File: src/rtl/core/sha1s_pkg.sv
// Shared types, codes and constants for the SHA-1 stream hasher.
package sha1s_pkg;

	typedef logic [31:0] word_t;

	typedef struct packed {
		logic [1:0] req_type;
		logic [7:0] data_byte;
	} req_t;

	typedef struct packed {
		logic [31:0] digest_word;
		logic [2:0]  word_index;
		logic        last_word;
		logic        status;
	} rsp_t;

	typedef struct packed {
		word_t a;
		word_t b;
		word_t c;
		word_t d;
		word_t e;
	} work_t;

	localparam logic [1:0] REQ_ABSORB  = 2'd0;
	localparam logic [1:0] REQ_FINAL   = 2'd1;
	localparam logic [1:0] REQ_RESTART = 2'd2;

	localparam int NUM_WORDS = 5;
	localparam int ROUND_W   = 7;

	localparam word_t H_INIT [NUM_WORDS] = '{
		32'h67452301, 32'hEFCDAB89, 32'h98BADCFE, 32'h10325476, 32'hC3D2E1F0
	};

	localparam word_t K_0 = 32'h5A827999;
	localparam word_t K_1 = 32'h6ED9EBA1;
	localparam word_t K_2 = 32'h8F1BBCDC;
	localparam word_t K_3 = 32'hCA62C1D6;

	localparam logic [ROUND_W-1:0] T_SCHED = 7'd16;
	localparam logic [ROUND_W-1:0] T_PH1   = 7'd20;
	localparam logic [ROUND_W-1:0] T_PH2   = 7'd40;
	localparam logic [ROUND_W-1:0] T_PH3   = 7'd60;
	localparam logic [ROUND_W-1:0] T_LAST  = 7'd79;

	localparam logic [7:0] PAD_MARK  = 8'h80;
	localparam logic [5:0] POS_LAST  = 6'd63;
	// length field starts at byte 56 (bit 448) of a block
	localparam logic [5:0] POS_PRELEN = 6'd55;
	localparam logic [2:0] LEN_LAST   = 3'd7;
	localparam logic [2:0] IDX_LAST   = 3'd4;

	typedef enum logic [5:0] {
		ST_IDLE = 6'b000001,
		ST_PAD  = 6'b000010,
		ST_COMP = 6'b000100,
		ST_FOLD = 6'b001000,
		ST_OUT  = 6'b010000,
		ST_ERR  = 6'b100000
	} state_t;

endpackage

File: src/rtl/core/sha1_stream_hasher.sv
// SHA-1 stream hasher top level: byte intake, padding sequencer, round loop, digest output.
//
//  channel | direction | payload              | handshake
//  req     | in        | req_type, data_byte  | req_valid / req_stall
//  rsp     | out       | digest word + status | rsp_valid / rsp_stall
//
// A byte that fills the 64-byte block starts the 80 rounds of the shared round unit
// and then the chaining fold. Finalize feeds 9 to 72 padding bytes at one per cycle,
// pausing for one or two block compressions, then presents the five digest words one
// per taken word. Requests are stalled whenever the sequencer is not idle. Reset is
// asynchronous and sets the initial chaining words at once; no clearing pass.
module sha1_stream_hasher (
	input  logic              clk,
	input  logic              arst_n,
	input  logic              req_valid,
	output logic              req_stall,
	input  sha1s_pkg::req_t   req,
	output logic              rsp_valid,
	input  logic              rsp_stall,
	output sha1s_pkg::rsp_t   rsp
);

	sha1s_pkg::state_t state_q;
	logic [511:0]      blk_q;
	logic [63:0]       bitlen_q;
	logic [63:0]       len_q;
	sha1s_pkg::word_t  chain_q [sha1s_pkg::NUM_WORDS];
	sha1s_pkg::work_t  work_q;
	logic [sha1s_pkg::ROUND_W-1:0] round_q;
	logic              mark_q;
	logic              lenph_q;
	logic [2:0]        lencnt_q;
	logic              tail_q;
	logic              fin_q;
	logic [2:0]        idx_q;
	logic              done_q;

	logic              take_byte;
	logic [7:0]        byte_val;
	logic              start_comp;
	logic              start_fin;
	logic [5:0]        pos;
	sha1s_pkg::work_t  chain_work;
	sha1s_pkg::work_t  round_nxt;
	sha1s_pkg::word_t  w_new;

	assign pos = bitlen_q[8:3];

	assign chain_work = '{a: chain_q[0], b: chain_q[1], c: chain_q[2],
	                      d: chain_q[3], e: chain_q[4]};

	always_comb begin
		take_byte = 1'b0;
		start_fin = 1'b0;
		byte_val  = req.data_byte;
		if (state_q == sha1s_pkg::ST_IDLE) begin
			if (req_valid && !done_q && req.req_type == sha1s_pkg::REQ_ABSORB) begin
				take_byte = 1'b1;
			end
			if (req_valid && !done_q && req.req_type == sha1s_pkg::REQ_FINAL) begin
				start_fin = 1'b1;
			end
		end else if (state_q == sha1s_pkg::ST_PAD) begin
			take_byte = 1'b1;
			if (mark_q) begin
				byte_val = sha1s_pkg::PAD_MARK;
			end else if (lenph_q) begin
				byte_val = len_q[63:56];
			end else begin
				byte_val = 8'h00;
			end
		end
		start_comp = take_byte && (pos == sha1s_pkg::POS_LAST);
	end

	sha1s_round u_round (
		.round    (round_q),
		.cur      (work_q),
		.w_slot0  (blk_q[511:480]),
		.w_slot2  (blk_q[447:416]),
		.w_slot8  (blk_q[255:224]),
		.w_slot13 (blk_q[95:64]),
		.w_new    (w_new),
		.nxt      (round_nxt)
	);

	always_ff @(posedge clk or negedge arst_n) begin
		if (!arst_n) begin
			state_q  <= sha1s_pkg::ST_IDLE;
			bitlen_q <= '0;
			for (int i = 0; i < sha1s_pkg::NUM_WORDS; i++) begin
				chain_q[i] <= sha1s_pkg::H_INIT[i];
			end
			round_q  <= '0;
			mark_q   <= 1'b0;
			lenph_q  <= 1'b0;
			lencnt_q <= '0;
			tail_q   <= 1'b0;
			fin_q    <= 1'b0;
			idx_q    <= '0;
			done_q   <= 1'b0;
		end else begin
			if (take_byte) begin
				bitlen_q <= bitlen_q + 64'd8;
			end
			if (start_comp) begin
				round_q <= '0;
				state_q <= sha1s_pkg::ST_COMP;
			end
			case (state_q)
				sha1s_pkg::ST_IDLE: begin
					if (req_valid) begin
						case (req.req_type)
							sha1s_pkg::REQ_RESTART: begin
								bitlen_q <= '0;
								done_q   <= 1'b0;
								for (int i = 0; i < sha1s_pkg::NUM_WORDS; i++) begin
									chain_q[i] <= sha1s_pkg::H_INIT[i];
								end
							end
							sha1s_pkg::REQ_ABSORB: begin
								fin_q <= 1'b0;
								if (done_q) begin
									state_q <= sha1s_pkg::ST_ERR;
								end
							end
							sha1s_pkg::REQ_FINAL: begin
								if (done_q) begin
									state_q <= sha1s_pkg::ST_ERR;
								end else begin
									fin_q    <= 1'b1;
									mark_q   <= 1'b1;
									lenph_q  <= 1'b0;
									lencnt_q <= '0;
									tail_q   <= 1'b0;
									state_q  <= sha1s_pkg::ST_PAD;
								end
							end
							default: ;
						endcase
					end
				end
				sha1s_pkg::ST_PAD: begin
					mark_q <= 1'b0;
					if (lenph_q) begin
						lencnt_q <= lencnt_q + 3'd1;
						if (lencnt_q == sha1s_pkg::LEN_LAST) begin
							tail_q <= 1'b1;
						end
					end else if (pos == sha1s_pkg::POS_PRELEN) begin
						lenph_q <= 1'b1;
					end
				end
				sha1s_pkg::ST_COMP: begin
					round_q <= round_q + 7'd1;
					if (round_q == sha1s_pkg::T_LAST) begin
						state_q <= sha1s_pkg::ST_FOLD;
					end
				end
				sha1s_pkg::ST_FOLD: begin
					chain_q[0] <= chain_q[0] + work_q.a;
					chain_q[1] <= chain_q[1] + work_q.b;
					chain_q[2] <= chain_q[2] + work_q.c;
					chain_q[3] <= chain_q[3] + work_q.d;
					chain_q[4] <= chain_q[4] + work_q.e;
					if (!fin_q) begin
						state_q <= sha1s_pkg::ST_IDLE;
					end else if (tail_q) begin
						idx_q   <= '0;
						state_q <= sha1s_pkg::ST_OUT;
					end else begin
						state_q <= sha1s_pkg::ST_PAD;
					end
				end
				sha1s_pkg::ST_OUT: begin
					if (!rsp_stall) begin
						if (idx_q == sha1s_pkg::IDX_LAST) begin
							done_q  <= 1'b1;
							fin_q   <= 1'b0;
							state_q <= sha1s_pkg::ST_IDLE;
						end else begin
							idx_q <= idx_q + 3'd1;
						end
					end
				end
				sha1s_pkg::ST_ERR: begin
					if (!rsp_stall) begin
						state_q <= sha1s_pkg::ST_IDLE;
					end
				end
				default: state_q <= sha1s_pkg::ST_IDLE;
			endcase
		end
	end

	// block buffer doubles as the 16-word schedule window during rounds
	always_ff @(posedge clk) begin
		if (take_byte) begin
			blk_q <= {blk_q[503:0], byte_val};
		end else if (state_q == sha1s_pkg::ST_COMP) begin
			blk_q <= {blk_q[479:0], w_new};
		end
		if (start_comp) begin
			work_q <= chain_work;
		end else if (state_q == sha1s_pkg::ST_COMP) begin
			work_q <= round_nxt;
		end
		if (start_fin) begin
			len_q <= bitlen_q;
		end else if (state_q == sha1s_pkg::ST_PAD && lenph_q) begin
			len_q <= {len_q[55:0], 8'h00};
		end
	end

	assign req_stall = (state_q != sha1s_pkg::ST_IDLE);
	assign rsp_valid = (state_q == sha1s_pkg::ST_OUT) || (state_q == sha1s_pkg::ST_ERR);

	always_comb begin
		if (state_q == sha1s_pkg::ST_ERR) begin
			rsp.digest_word = '0;
			rsp.word_index  = '0;
			rsp.last_word   = 1'b1;
			rsp.status      = 1'b1;
		end else begin
			rsp.digest_word = chain_q[idx_q];
			rsp.word_index  = idx_q;
			rsp.last_word   = (idx_q == sha1s_pkg::IDX_LAST);
			rsp.status      = 1'b0;
		end
	end

endmodule

File: src/rtl/core/sha1s_round.sv
// One SHA-1 round with message schedule expansion, reused for all 80 rounds.
module sha1s_round (
	input  logic [sha1s_pkg::ROUND_W-1:0] round,
	input  sha1s_pkg::work_t              cur,
	input  sha1s_pkg::word_t              w_slot0,
	input  sha1s_pkg::word_t              w_slot2,
	input  sha1s_pkg::word_t              w_slot8,
	input  sha1s_pkg::word_t              w_slot13,
	output sha1s_pkg::word_t              w_new,
	output sha1s_pkg::work_t              nxt
);

	sha1s_pkg::word_t x;
	sha1s_pkg::word_t f;
	sha1s_pkg::word_t k;
	sha1s_pkg::word_t tmp;

	always_comb begin
		x = w_slot13 ^ w_slot8 ^ w_slot2 ^ w_slot0;
		if (round < sha1s_pkg::T_SCHED) begin
			w_new = w_slot0;
		end else begin
			w_new = {x[30:0], x[31]};
		end

		if (round < sha1s_pkg::T_PH1) begin
			f = (cur.b & (cur.c ^ cur.d)) ^ cur.d;
			k = sha1s_pkg::K_0;
		end else if (round < sha1s_pkg::T_PH2) begin
			f = cur.b ^ cur.c ^ cur.d;
			k = sha1s_pkg::K_1;
		end else if (round < sha1s_pkg::T_PH3) begin
			f = ((cur.b | cur.c) & cur.d) | (cur.b & cur.c);
			k = sha1s_pkg::K_2;
		end else begin
			f = cur.b ^ cur.c ^ cur.d;
			k = sha1s_pkg::K_3;
		end

		tmp   = {cur.a[26:0], cur.a[31:27]} + f + cur.e + k + w_new;
		nxt.a = tmp;
		nxt.b = cur.a;
		nxt.c = {cur.b[1:0], cur.b[31:2]};
		nxt.d = cur.c;
		nxt.e = cur.d;
	end

endmodule

File: config.mk
export PLATFORM = sky130hd
export DESIGN_NAME = sha1_stream_hasher
export DESIGN_NICKNAME = d
export VERILOG_FILES = /design/src/rtl/core/sha1s_pkg.sv /design/src/rtl/core/sha1_stream_hasher.sv /design/src/rtl/core/sha1s_round.sv
export SDC_FILE = /design/constraint.sdc
export NUM_CORES = 2
export LEC_CHECK = 0
export BUFFER_PORTS_ARGS = -buffer_cell sky130_fd_sc_hd__buf_2
export CORE_ASPECT_RATIO = 1.25
export CORE_MARGIN = 3
export CORE_UTILIZATION = 45
export CTS_CLUSTER_SIZE = 16
export DETAILED_ROUTE_END_ITERATION = 12
export PLACE_DENSITY = 0.61
export SKIP_LAST_GASP = 1
export SYNTH_ARGS = -nofsm -noshare
export SYNTH_HDL_FRONTEND = slang
export SYNTH_SLANG_ARGS = --single-unit
File: constraint.sdc
create_clock -name clk -period 25 [get_ports clk]
set_clock_uncertainty 0.2 [all_clocks]
set_input_delay 2.5 -clock clk [delete_from_list [all_inputs] [get_ports clk]]
set_output_delay 2.5 -clock clk [all_outputs]
set_load 0.02 [all_outputs]
==> After elaboration in Yosys (flattened, before gate mapping) <==
Index checks and enable logic that the tools add are counted.
{ "op_classes": {"add_sub_neg": 13, "n_lt_le_gt_ge": 5, "eq_ne": 27, "mux": 80, "n_bitwise": 13, "reduce_logical": 22} }
{ "op_table": {"columns": ["operator", "count"], "rows": [
  ["2-to-1 mux 512 bit", 2],
  ["2-to-1 mux 160 bit", 4],
  ["2-to-1 mux 64 bit", 6],
  ["one-hot mux 160 bit (2 select lines)", 1],
  ["adder 32 bit", 9],
  ["2-to-1 mux 32 bit", 8],
  ["XOR 32 bit", 7],
  ["bitwise AND 32 bit", 3],
  ["binary-select mux 32 bit (select 3 bit)", 1],
  ["adder 64 x 4 -> 64 bit (second input constant)", 1],
  ["bitwise OR 32 bit", 2],
  ["2-to-1 mux 6 bit", 8],
  ["2-to-1 mux 37 bit", 1],
  ["one-hot mux 6 bit (6 select lines)", 1],
  ["2-to-1 mux 8 bit", 4],
  ["2-to-1 mux 31 bit", 1],
  ["2-to-1 mux 3 bit", 8],
  ["2-to-1 mux 1 bit", 22],
  ["== test 6 bit (second input constant)", 3],
  ["!= test 2 bit (second input constant)", 8],
  ["AND reduction 5 bit", 3],
  ["< comparator 7 x 5 -> 1 bit (second input constant)", 2],
  ["< comparator 7 x 6 -> 1 bit (second input constant)", 2],
  ["2-to-1 mux 7 bit", 2],
  ["other kinds (29)", 51]
]} }
{ "totals": {"reg_bits": 984, "in_bits": 14, "wordCells": 182} }

==> Longest topological paths before layout <==
{ "logic_depth": {"ltp_word": 12, "mapped_depth": 26, "depth_no_buf": 23} }

==> Hierarchy <==
Synthesis repeated with hierarchy kept, for this count alone.
{ "hier_totals": {"hier_cells": 6064, "area_unflattened_um2": 57117.3} }
{ "by_module_without_submodules": {"columns": ["module", "instances", "cells_each", "area_each_um2"], "rows": [
  ["sha1_stream_hasher", 1, 5221, 49761.5],
  ["sha1s_round", 1, 843, 7355.8]
]} }

==> Worst setup path before layout <==
Ideal clock, no wire load.
{ "synth_timing": {"path_kind": "input -> register", "from": "input req_valid", "to": "register blk_q[0] (enable)", "arrival_ps": 12189, "required_ps": 21135, "setup_slack_ps": 8946, "cell_stages": 7, "path_buffers": 3, "cell_sequence": "nor2b_1 -> and3_1 -> a21oi_2 -> clkbuf_1 -> clkbuf_1 -> clkbuf_1 -> nand2_1"} }
{ "synth_via": {"elab_chain_len": 5} }
{ "synth_rtl": {"columns": ["item", "line_no", "rtl"], "rows": [
  ["from (decl)", "sha1_stream_hasher.sv:15", "input logic req_valid,"],
  ["logical AND 1 bit (2 in series)", "sha1_stream_hasher.sv:57", "if (req_valid && !done_q && req.req_type == sha1s_pkg::REQ_ABSORB) begin"],
  ["2-to-1 mux 1 bit", "sha1_stream_hasher.sv:57", null],
  ["2-to-1 mux 1 bit", "sha1_stream_hasher.sv:56", "if (state_q == sha1s_pkg::ST_IDLE) begin"],
  ["nonzero test 2 bit (no source line)", null, null],
  ["to (signal assigned)", "sha1_stream_hasher.sv:199", "blk_q <= {blk_q[503:0], byte_val};"],
  ["to (signal assigned)", "sha1_stream_hasher.sv:201", "blk_q <= {blk_q[479:0], w_new};"],
  ["to (decl)", "sha1_stream_hasher.sv:24", "logic [511:0] blk_q;"]
]} }
No other way between the ends.
A chain may end at the register's enable or synchronous reset.

==> Final worst setup path <==
{ "layout_timing": {"from": "register round_q[4] (netlist bit)", "to": "register work_q[157] (netlist bit), data pin"} }
{ "layout_via": {"elab_chain_len": 10} }
{ "layout_rtl": {"columns": ["item", "line_no", "rtl"], "rows": [
  ["from (decl)", "sha1_stream_hasher.sv:29", "logic [sha1s_pkg::ROUND_W-1:0] round_q;"],
  ["from (signal assigned)", "sha1_stream_hasher.sv:155", "round_q <= round_q + 7'd1;"],
  ["< comparator 7 x 6 -> 1 bit", "sha1s_round.sv:32", "end else if (round < sha1s_pkg::T_PH3) begin"],
  ["2-to-1 mux 32 bit", "sha1s_round.sv:32", null],
  ["2-to-1 mux 32 bit", "sha1s_round.sv:29", "end else if (round < sha1s_pkg::T_PH2) begin"],
  ["2-to-1 mux 32 bit", "sha1s_round.sv:26", "if (round < sha1s_pkg::T_PH1) begin"],
  ["adder 32 bit (3 in series)", "sha1s_round.sv:40", "tmp = {cur.a[26:0], cur.a[31:27]} + f + cur.e + k + w_new;"],
  ["adder 32 bit *", "sha1s_round.sv:40", null],
  ["2-to-1 mux 160 bit *", "sha1_stream_hasher.sv:205", "end else if (state_q == sha1s_pkg::ST_COMP) begin"],
  ["2-to-1 mux 160 bit *", "sha1_stream_hasher.sv:203", "if (start_comp) begin"],
  ["to (signal assigned)", "sha1_stream_hasher.sv:204", "work_q <= chain_work;"],
  ["to (signal assigned)", "sha1_stream_hasher.sv:206", "work_q <= round_nxt;"],
  ["to (decl)", "sha1_stream_hasher.sv:28", "sha1s_pkg::work_t work_q;"]
]} }
Mark *: on every way between the ends. The rest lies on a longest branch, timed or not. The select of a mux whose other input is x is not followed.

==> results.toml <==
[run_status]
run_status = "complete, no violations"

[layout]
n_fill_cell = 11400
nets = 6213
syn_to_final_growth_pct = 9.19
n_antenna_cell = 0
layout-drive-gt1-share_pct = 6.92

[die]
ios = 53
die_h_um = 400
core.rowCount = 144
design.core.area_um2 = 123000
dieArea_um2 = 129000
die_w_um = 322
initial_utilization_pct = 45.4

[clock_tree]
cts-hold-fix-buffers = 0
clk_latency_ns = 0.73
root_buffer = "clkbuf_16"
htree_levels = 3
postCtsSetupBuffers = 0
cts_max_path_buffers = 3
cts_tree = "yes"
cts_buffers = 105
path_clk_slew_ns = 0.06
clkSinkCount = 978
cts_resized = 0

[power]
leakagePower_nw = 25.8
vdd_drop_max_v = 0.0000622
power.density_nw_per_um2 = 80.7
clkPwrFrac_pct = 31.4
p_sw_mw = 1.60
intPower_mw = 3.33
p_comb_share_pct = 24.6
p_seq_share_pct = 44.0
sw_frac_of_total_pct = 32.4

[synthesis]
ys_types = 84
yosys_register_bits = 978
yosysTopAreaCell = "edfxtp_1"
async_reset_ff_share_pct = 25.1
ys_warn_count = 0
synth_enable_flop_cells = 733
synth.most_common_cell = "nand2_1"
synthCells = 5939
syn-mean-instance-area_um2 = 9.43
synth_commonest_cells = "2,144 x nand2_1, 733 x edfxtp_1, 367 x o21ai_0"
synth_top_area_share_pct = 39.3
yosysSeqAreaShare_pct = 50.4
syn-num-nets = 6275
syn_area_um2 = 56000
synthTopCellsByArea = "edfxtp_1 39%, nand2_1 14%, dfrtp_1 7.3%"
yosys_most_used_dff = "edfxtp_1"

[timing]
fmax_ghz = 0.139
setup_viol = 0
hold_viol = 0
setup-tns-final_ns = 0
slew_viol_final = 0
worst_pin_slew_ns = 1.25
fin_worst_hold_slack_ns = 0.305
fin_crit_ns = 7.19
rsz0062_at_grt = "no"
post-route-period-util_pct = 28.8
relSlewSlack_pct = 16.7

[critical_path]
critPathArrivalTime_ns = 7.47
path_delay_family = "compound AO/OA/AOI/OAI gates"
crit_path_cell_trace = "a41oi_1, nand2_1, buf_4, inv_2, nor2_1, buf_4, inv_1, buf_4, o21ai_0, fa_1, fa_1, ha_1, nor2b_1, o21ai_0, a21oi_1, o211ai_1, a21oi_1, o32ai_1, o211ai_1, a21oi_1, xor2_1, o21ai_0"
cp_slowest_cell = "o32ai_1"
crit_path_end_kind = "flop"
required_ns = 25.28
startpoint_type = "flop"
critPathBufInv = 5
critPathMaxStageDelay_ns = 0.76
critPathKind = "reg2reg"
critPathMaxFanout = 31

[grt]
first_global_vias = 41200
grt-ovfl-total = 0
antenna_found_initial = 0
grt_pass1_wl_um = 240000
track_usage_pct = 23.8
grt_max_degree = 257

[detailed_routing]
drtPass1Iterations = 7
drt_first_iter_violations = 3621
drc = 0
wl_per_cell_um = 20.3
routed_via_density = 5.53
via_count = 41900
wl_um = 154000
ant_nets = 0

[placement]
gp_congestion = 0.934
dp_hpwl_um = 106000
placement.io_buffers = 52

[min_path]
hold_path_class = "reg2reg"

[job]
drv_cap = 0
-- area by class of cell --
cell class,instances,area [um2],share of cell area [%]
clock inverters,60,455,0.745
flip-flops and latches,978,28200,46.2
inverters,216,816,1.33
multi-input cells,4477,26000,42.5
well taps,1606,2010,3.29
repair buffers,99,686,1.12
clock buffers,139,2930,4.79
-- through the flow --
step	total power [mW]	setup WS, ns	cell area [um2]	instances	util [%]
floorplan	3.14	8.95	56000	5939	-
global placement	3.40	17.97	57800	7376	46.8
detailed placement	3.42	17.81	57800	7376	46.8
CTS	4.98	17.75	61200	7575	49.6
global route	5.22	17.18	61200	7575	49.6
finish	4.93	17.81	61200	7575	49.6
-- registers in the layout, summed over array words and instances, names as in the netlist, 6 cells and up --
| signal | cells |
|---|---|
| bitlen_q | 61 |
| len_q | 61 |
| chain_q | 160 |
| state_q | 6 |
| blk_q | 512 |
| work_q | 160 |
| round_q | 7 |
-- cell families (layout without fill, tap and decap cells) --
kind of cell	after synthesis	after routing	share of synthesized area [%]
compound gates	973	973	10.4
simple gates	2797	2797	20.2
fa+ha+maj	322	322	8.76
buf+inv	484	514	3.25
flops	978	978	50.4
xor+xnor	316	316	4.94
mux	69	69	1.95
-- cell usage in the layout, fill, tap and decap left out, types with 20 or more instances in the layout --
cell	count
nand2b_1	24
clkbuf_1	20
clkinv_2	24
mux4_2	32
a22oi_1	33
nand4_1	26
o21bai_1	23
clkbuf_16	108
buf_4	42
ha_1	205
dfstp_2	81
mux2i_1	36
xnor2_1	197
xor2_1	119
edfxtp_1	733
nand3_1	100
dfrtp_1	162
nor3_1	66
clkinv_1	25
nor2_1	282
and3_1	32
inv_1	210
fa_1	117
nand2_1	2141
o21ai_0	366
o22a_1	20
a21o_1	81
a21oi_1	265
buf_2	51
o211ai_1	23
o21a_1	20
-- per-layer routing --
metal / up-vias / routed length (um) / track usage, %
met4: 0 / 5710 / 8.91
met2: 1038 / 75100 / 40.0
met3: 259 / 7400 / 3.01
li1: 20100 / - / -
met5: - / 0 / 0
met1: 20500 / 65600 / 31.4
-- power groups by stage --
stage	logic (mW)	clock network, mW	registers [mW]
finish	1.22	1.55	2.17
global route	1.38	1.64	2.19
CTS	1.23	1.58	2.17
detailed placement	1.22	0	2.20
global placement	1.20	0	2.20
floorplan	0.904	0	2.23
-- final timing paths --
| check | endpoint | depth (start not counted) | start | slack [ns] |
|---|---|---|---|---|
| max | work_q[157] | 22 | round_q[4] | 17.81 |
| min | lencnt_q[0] | 1 | lencnt_q[0] | 0.30 |
| max reg2reg | work_q[157] | 22 | round_q[4] | 17.81 |
| min reg2reg | lencnt_q[0] | 1 | lencnt_q[0] | 0.30 |
| max in group asynchronous | chain_q[124] | 2 | arst_n | 21.46 |
| min in group asynchronous | chain_q[40] | 1 | arst_n | 1.60 |
Note: power is estimated with default switching activity, not from simulation.
